**config.mk**
```make
export PLATFORM = sky130hd
export DESIGN_NAME = gbs_ctrl
export DESIGN_NICKNAME = d
export VERILOG_FILES = /design/src/sv/gbs_pkg.sv /design/src/sv/gbs_ctrl.sv
export SDC_FILE = /design/constraint.sdc
export NUM_CORES = 1
export LEC_CHECK = 0
export BUFFER_PORTS_ARGS = -buffer_cell sky130_fd_sc_hd__buf_2
export CAP_MARGIN = 20
export CORE_AREA = 2 2 39 41
export DETAILED_ROUTE_END_ITERATION = 16
export DIE_AREA = 0 0 41 43
export HOLD_SLACK_MARGIN = 0.06
export MAX_ROUTING_LAYER = met4
export PLACE_DENSITY_LB_ADDON = 0.05
export SLEW_MARGIN = 25
export SYNTH_ARGS = -nofsm -noshare
export SYNTH_HDL_FRONTEND = slang
export SYNTH_SLANG_ARGS = --single-unit
export TNS_END_PERCENT = 10
```
**constraint.sdc**
```tcl
create_clock -name aclk -period 1.5 [get_ports aclk]
set_input_delay 0.15 -clock aclk [delete_from_list [all_inputs] [get_ports aclk]]
set_output_delay 0.15 -clock aclk [all_outputs]
set_load 0.005 [all_outputs]
```
**src/sv/gbs_pkg.sv**
```systemverilog
// Shared types and constants of the greedy box suppression block.
`timescale 1ns / 1ps

package gbs_pkg;

    // Fixed field widths.
    localparam int POS_W      = 16;
    localparam int THR_W      = 8;
    localparam int MAXB_W     = 9;
    localparam int CFG_IDX_W  = 1;
    localparam int CFG_DATA_W = 9;

    localparam logic [POS_W-1:0]  POS_MAX    = 16'hFFFF;
    localparam logic [THR_W-1:0]  THR_RESET  = 8'd128;
    localparam logic [MAXB_W-1:0] MAXB_RESET = 9'd200;

    // Configuration register indexes.
    localparam logic [CFG_IDX_W-1:0] REG_IOU_THRESHOLD = 1'b0;
    localparam logic [CFG_IDX_W-1:0] REG_MAX_BOXES     = 1'b1;

    // Commands from the controller to the datapath.
    typedef struct packed {
        logic load;       // capture the incoming box
        logic calc_area;  // form the box area, restart the scan
        logic rd_en;      // read the next kept box
        logic decide;     // post the result, update the kept list
    } gbs_cmd_t;

    // Status from the datapath to the controller.
    typedef struct packed {
        logic scan_done;  // every kept box has been read, or the box cannot be kept
        logic pipe_busy;  // comparisons still in flight
        logic out_free;   // result register can take a new result
    } gbs_sts_t;

endpackage

```
**src/sv/gbs_ctrl.sv**
```systemverilog
// Controller state machine: sequences capture, scan, drain and decision for each box.
`timescale 1ns / 1ps

module gbs_ctrl (
    input  logic              aclk,
    input  logic              aresetn,
    input  logic              s_valid,
    output logic              s_ready,
    input  gbs_pkg::gbs_sts_t sts,
    output gbs_pkg::gbs_cmd_t cmd
);

    import gbs_pkg::*;

    typedef enum logic [2:0] {
        ST_IDLE,
        ST_AREA,
        ST_SCAN,
        ST_DRAIN,
        ST_DECIDE
    } state_t;

    state_t state_reg, state_next;

    always_comb begin
        state_next    = state_reg;
        cmd           = '0;
        s_ready       = 1'b0;
        unique case (state_reg)
            ST_IDLE: begin
                s_ready  = 1'b1;
                cmd.load = s_valid;
                if (s_valid) begin
                    state_next = ST_AREA;
                end
            end
            ST_AREA: begin
                cmd.calc_area = 1'b1;
                state_next    = ST_SCAN;
            end
            ST_SCAN: begin
                cmd.rd_en = !sts.scan_done;
                if (sts.scan_done) begin
                    state_next = ST_DRAIN;
                end
            end
            ST_DRAIN: begin
                if (!sts.pipe_busy) begin
                    state_next = ST_DECIDE;
                end
            end
            ST_DECIDE: begin
                cmd.decide = sts.out_free;
                if (sts.out_free) begin
                    state_next = ST_IDLE;
                end
            end
            default: state_next = ST_IDLE;
        endcase
    end

    always_ff @(posedge aclk) begin
        if (!aresetn) begin
            state_reg <= ST_IDLE;
        end else begin
            state_reg <= state_next;
        end
    end

endmodule

```
* Word-level counts from Yosys, hierarchy flattened *
Index checks and enable logic that the tools add are counted.

word-level totals
  input bits = 6
  logic and storage cells = 22
  bits in registers = 3
  output and inout bits = 5

operators by class
  reductions and logical operators = 3
  equality and inequality tests = 8
  multiplexer cells = 10

operators by type and width
  cell                count
  $pmux 3 s5          1
  $mux 3              4
  $ne 2x2->1 const B  4
  $eq 3x2->1 const B  2
  $mux 1              5
  $reduce_and 4->1    1
  $eq 3x1->1 const B  1
  $eq 3x3->1 const B  1
  $logic_not 3->1     1
  $logic_not 1->1     1

* Logic depth before layout (Yosys ltp) *
  depth after elaboration = 3
  depth in mapped cells = 3
  depth with buffers taken out = 3

* Worst setup path after synthesis *
No wires, ideal clock.

  path kind = register to output
  start = register state_reg[1]
  end = output cmd[3] (netlist name)
  setup slack = 572 ps
  buffers on the path = 0
  cell stages (with the launch flop) = 3
  data arrival time = 778 ps
  required time = 1350 ps
  cell sequence = dfxtp_1 -> nor3_1 -> and2_1

RTL lines
  what                    RTL line        source
  start, declared         gbs_ctrl.sv:23  state_t state_reg, state_next;
  start signal, assigned  gbs_ctrl.sv:66  state_reg <= state_next;
  end, declared           gbs_ctrl.sv:10  output gbs_pkg::gbs_cmd_t cmd

==> flow_metrics.tcl <==
set metrics [dict create \
    crit_required_ns 1.35 \
    ctsResizeCount 0 \
    clk_path_buf_depth 2 \
    skew_ns 0.0005928 \
    ff_latch_area_sq_um 60.06 \
    timing.fmax_mhz 778.9 \
    multi_input_area_sq_um 102.6 \
    fillers 166 \
    hold_viol_final 0 \
    crit_fanout 8 \
    portBuffers 10 \
    cts.sinks 3 \
    grt_max_degree 9 \
    h-tree-depth 1 \
    power_mw 0.2934 \
    p_per_area_nw_per_um2 1085 \
    dp_hpwl_microns 398.5 \
    synth_top_cell_area_share_pct 34.53 \
    cts_tree "yes" \
    critPathCaptureType "output pin" \
    rsz0062_at_grt "false" \
    drt_iter0_drc 2 \
    yosys.area_share.xor_xnor_pct 0 \
    syn_nets 26 \
    r2r_cells 3 \
    r2r_setup_slack_ns 0.48 \
    min_to "state_reg[2]" \
    grt_pass1_wl_microns 765 \
    fp.dieH_microns 43 \
    drv_cap 0 \
    timing.setup.tns_ns 0 \
    synthMuxAreaShare_pct 5.755 \
    outcome "complete, no violations" \
    grt_use_total_pct 7.194 \
    die_x_microns 41 \
    relSlewSlack_pct 81.89 \
    cellLeakagePower_nw 0.1296 \
    setup_viol 0 \
    critPathLaunchType "register" \
    wire_per_inst_microns 10.28 \
    min-delay-start "aresetn" \
    synth_top_cells_by_count "dfxtp_1, inv_1, nor2_1, nor3_1, nor4b_1" \
    ys_warn_count 0 \
    min_period_ns 1.284 \
    finalCritPeriodShare_pct 85.59 \
    ioPinCount 11 \
    largest_reg_flops 3 \
    synth_edf_count 0 \
    cts_buffers 3 \
    cts_hold_buf 0 \
    min_path_type "input port to register" \
    root_buffer "clkbuf_4" \
    area_growth_syn_to_layout_pct 55.40 \
    hold_path_depth 3 \
    synth-compound-area-share_pct 15.11 \
    synth.area.top_cells "dfxtp_1, nor4b_1, a2111oi_2" \
    drt_wl_total_microns 514 \
    drive_above_1_share_pct 41.18 \
    synthFlopType "dfxtp_1" \
    rr_startpoint "state_reg[1]" \
    rows 14 \
    drc 0 \
    first_global_vias 205 \
    critPathKind "register to output pin" \
    post_cts_buffers 0 \
    first_pass_iters 2 \
    gp_congestion 0.5665 \
    synthSimpleGateAreaFrac_pct 38.13 \
    worstReg2RegEnd "state_reg[2]" \
    synth_fa_ha_area_share_pct 0 \
    drv_slew 0 \
    ant_nets 0 \
    final_nets 41 \
    vias 208 \
    diodes 0 \
    antenna_found_initial 0 \
    die-area_sq_um 1763 \
    synth_area_sq_um 173.9 \
    ys_types 13 \
    max_slew.worst_pin.slew_ns 0.2679 \
    gr-total-overflow 0 \
    initial_core_util_pct 12.57 \
    viasPerCell 4.160 \
    synth_top_area_cell "dfxtp_1" \
    arrival_ns 1.13 \
    peakVddDrop_uv 261.6 \
    clk_latency_ns 0.23 \
    clk_pin_slew_ns 0.04 \
    yosysSeqAreaShare_pct 34.53 \
    synth_top_family_by_area "simple AND/OR/NAND/NOR gates" \
    syn_avg_cell_area_sq_um 8.696 \
    ys_seq_elements 3 \
    core-area_sq_um 1384 \
    synth_cells 20 \
    async_flop_share_pct 0 \
]
## placed cells by master (no fill, tap or decap), drive strengths merged
master / count
buf: 10
clkbuf: 4
inv: 3
dfxtp: 3
nor3: 2
nor4b: 2
nor2: 2
and3: 1
and2: 1
nor4bb: 1
a31oi: 1
mux2i: 1
a21oi: 1
a2111oi: 1
and3b: 1
## per-stage QoR
stage	cell area [sq um]	util [%]	hold slack, ns	setup WS [ns]	cells
4_1_cts	270.3	19.53	0.1820	0.1982	50
3_5_place_dp	244.0	17.63	0.4312	0.4549	46
2_1_floorplan	173.9	-	0.2989	0.5717	20
6_report	270.3	19.53	0.1897	0.2162	50
3_3_place_gp	244.0	17.63	0.4269	0.4262	46
5_1_grt	270.3	19.53	0.1981	0.1278	50
## kinds of logic (layout without fill, tap and decap cells)
| kind of cell | after synthesis | in the layout |
|---|---|---|
| AND/OR/NAND/NOR | 10 | 10 |
| AO/OA/AOI/OAI | 3 | 3 |
| flip-flops | 3 | 3 |
| buffers and inverters | 3 | 17 |
| multiplexers | 1 | 1 |
## worst max path at each step
stage / from / end / slack [ns] / depth (start not counted)
2_1_floorplan: state_reg[1] / cmd[3] / 0.57 / 2
4_1_cts: state_reg[1] / cmd[1] / 0.20 / 2
6_report: state_reg[1] / cmd[1] / 0.22 / 2
3_3_place_gp: state_reg[1] / state_reg[2] / 0.43 / 3
3_5_place_dp: state_reg[1] / cmd[3] / 0.45 / 3
5_1_grt: state_reg[1] / cmd[1] / 0.13 / 2
## power breakdown
| group | switching [mW] | internal, mW |
|---|---|---|
| Sequential | 0.0127 | 0.0869 |
| Combinational | 0.0244 | 0.0306 |
| Clock | 0.0392 | 0.0995 |
| Total | 0.0763 | 0.217 |
## routing by layer
metal | part of all wire (%) | track usage [%] | vias to the layer above
li1 | - | - | 104
met1 | 42 | 7.051 | 94
met2 | 47 | 9.375 | 8
met3 | 9.5 | 1.571 | 2
met4 | 0.97 | 10.00 | 0
met5 | 0 | - | -
## final cells by class
class,count,area share [%]
Clock buffer,4,9.722
Tap cell,16,7.407
Inverter,3,4.167
Timing Repair Buffer,10,18.52
Multi-Input combinational cell,14,37.96
Sequential cell,3,22.22
## critical path, cell delays in order (launching register included)
cell and delay, ns:
dfxtp_1 0.46, nor4b_1 0.28, buf_2 0.17
No activity file was read; power rests on OpenSTA's default activity.
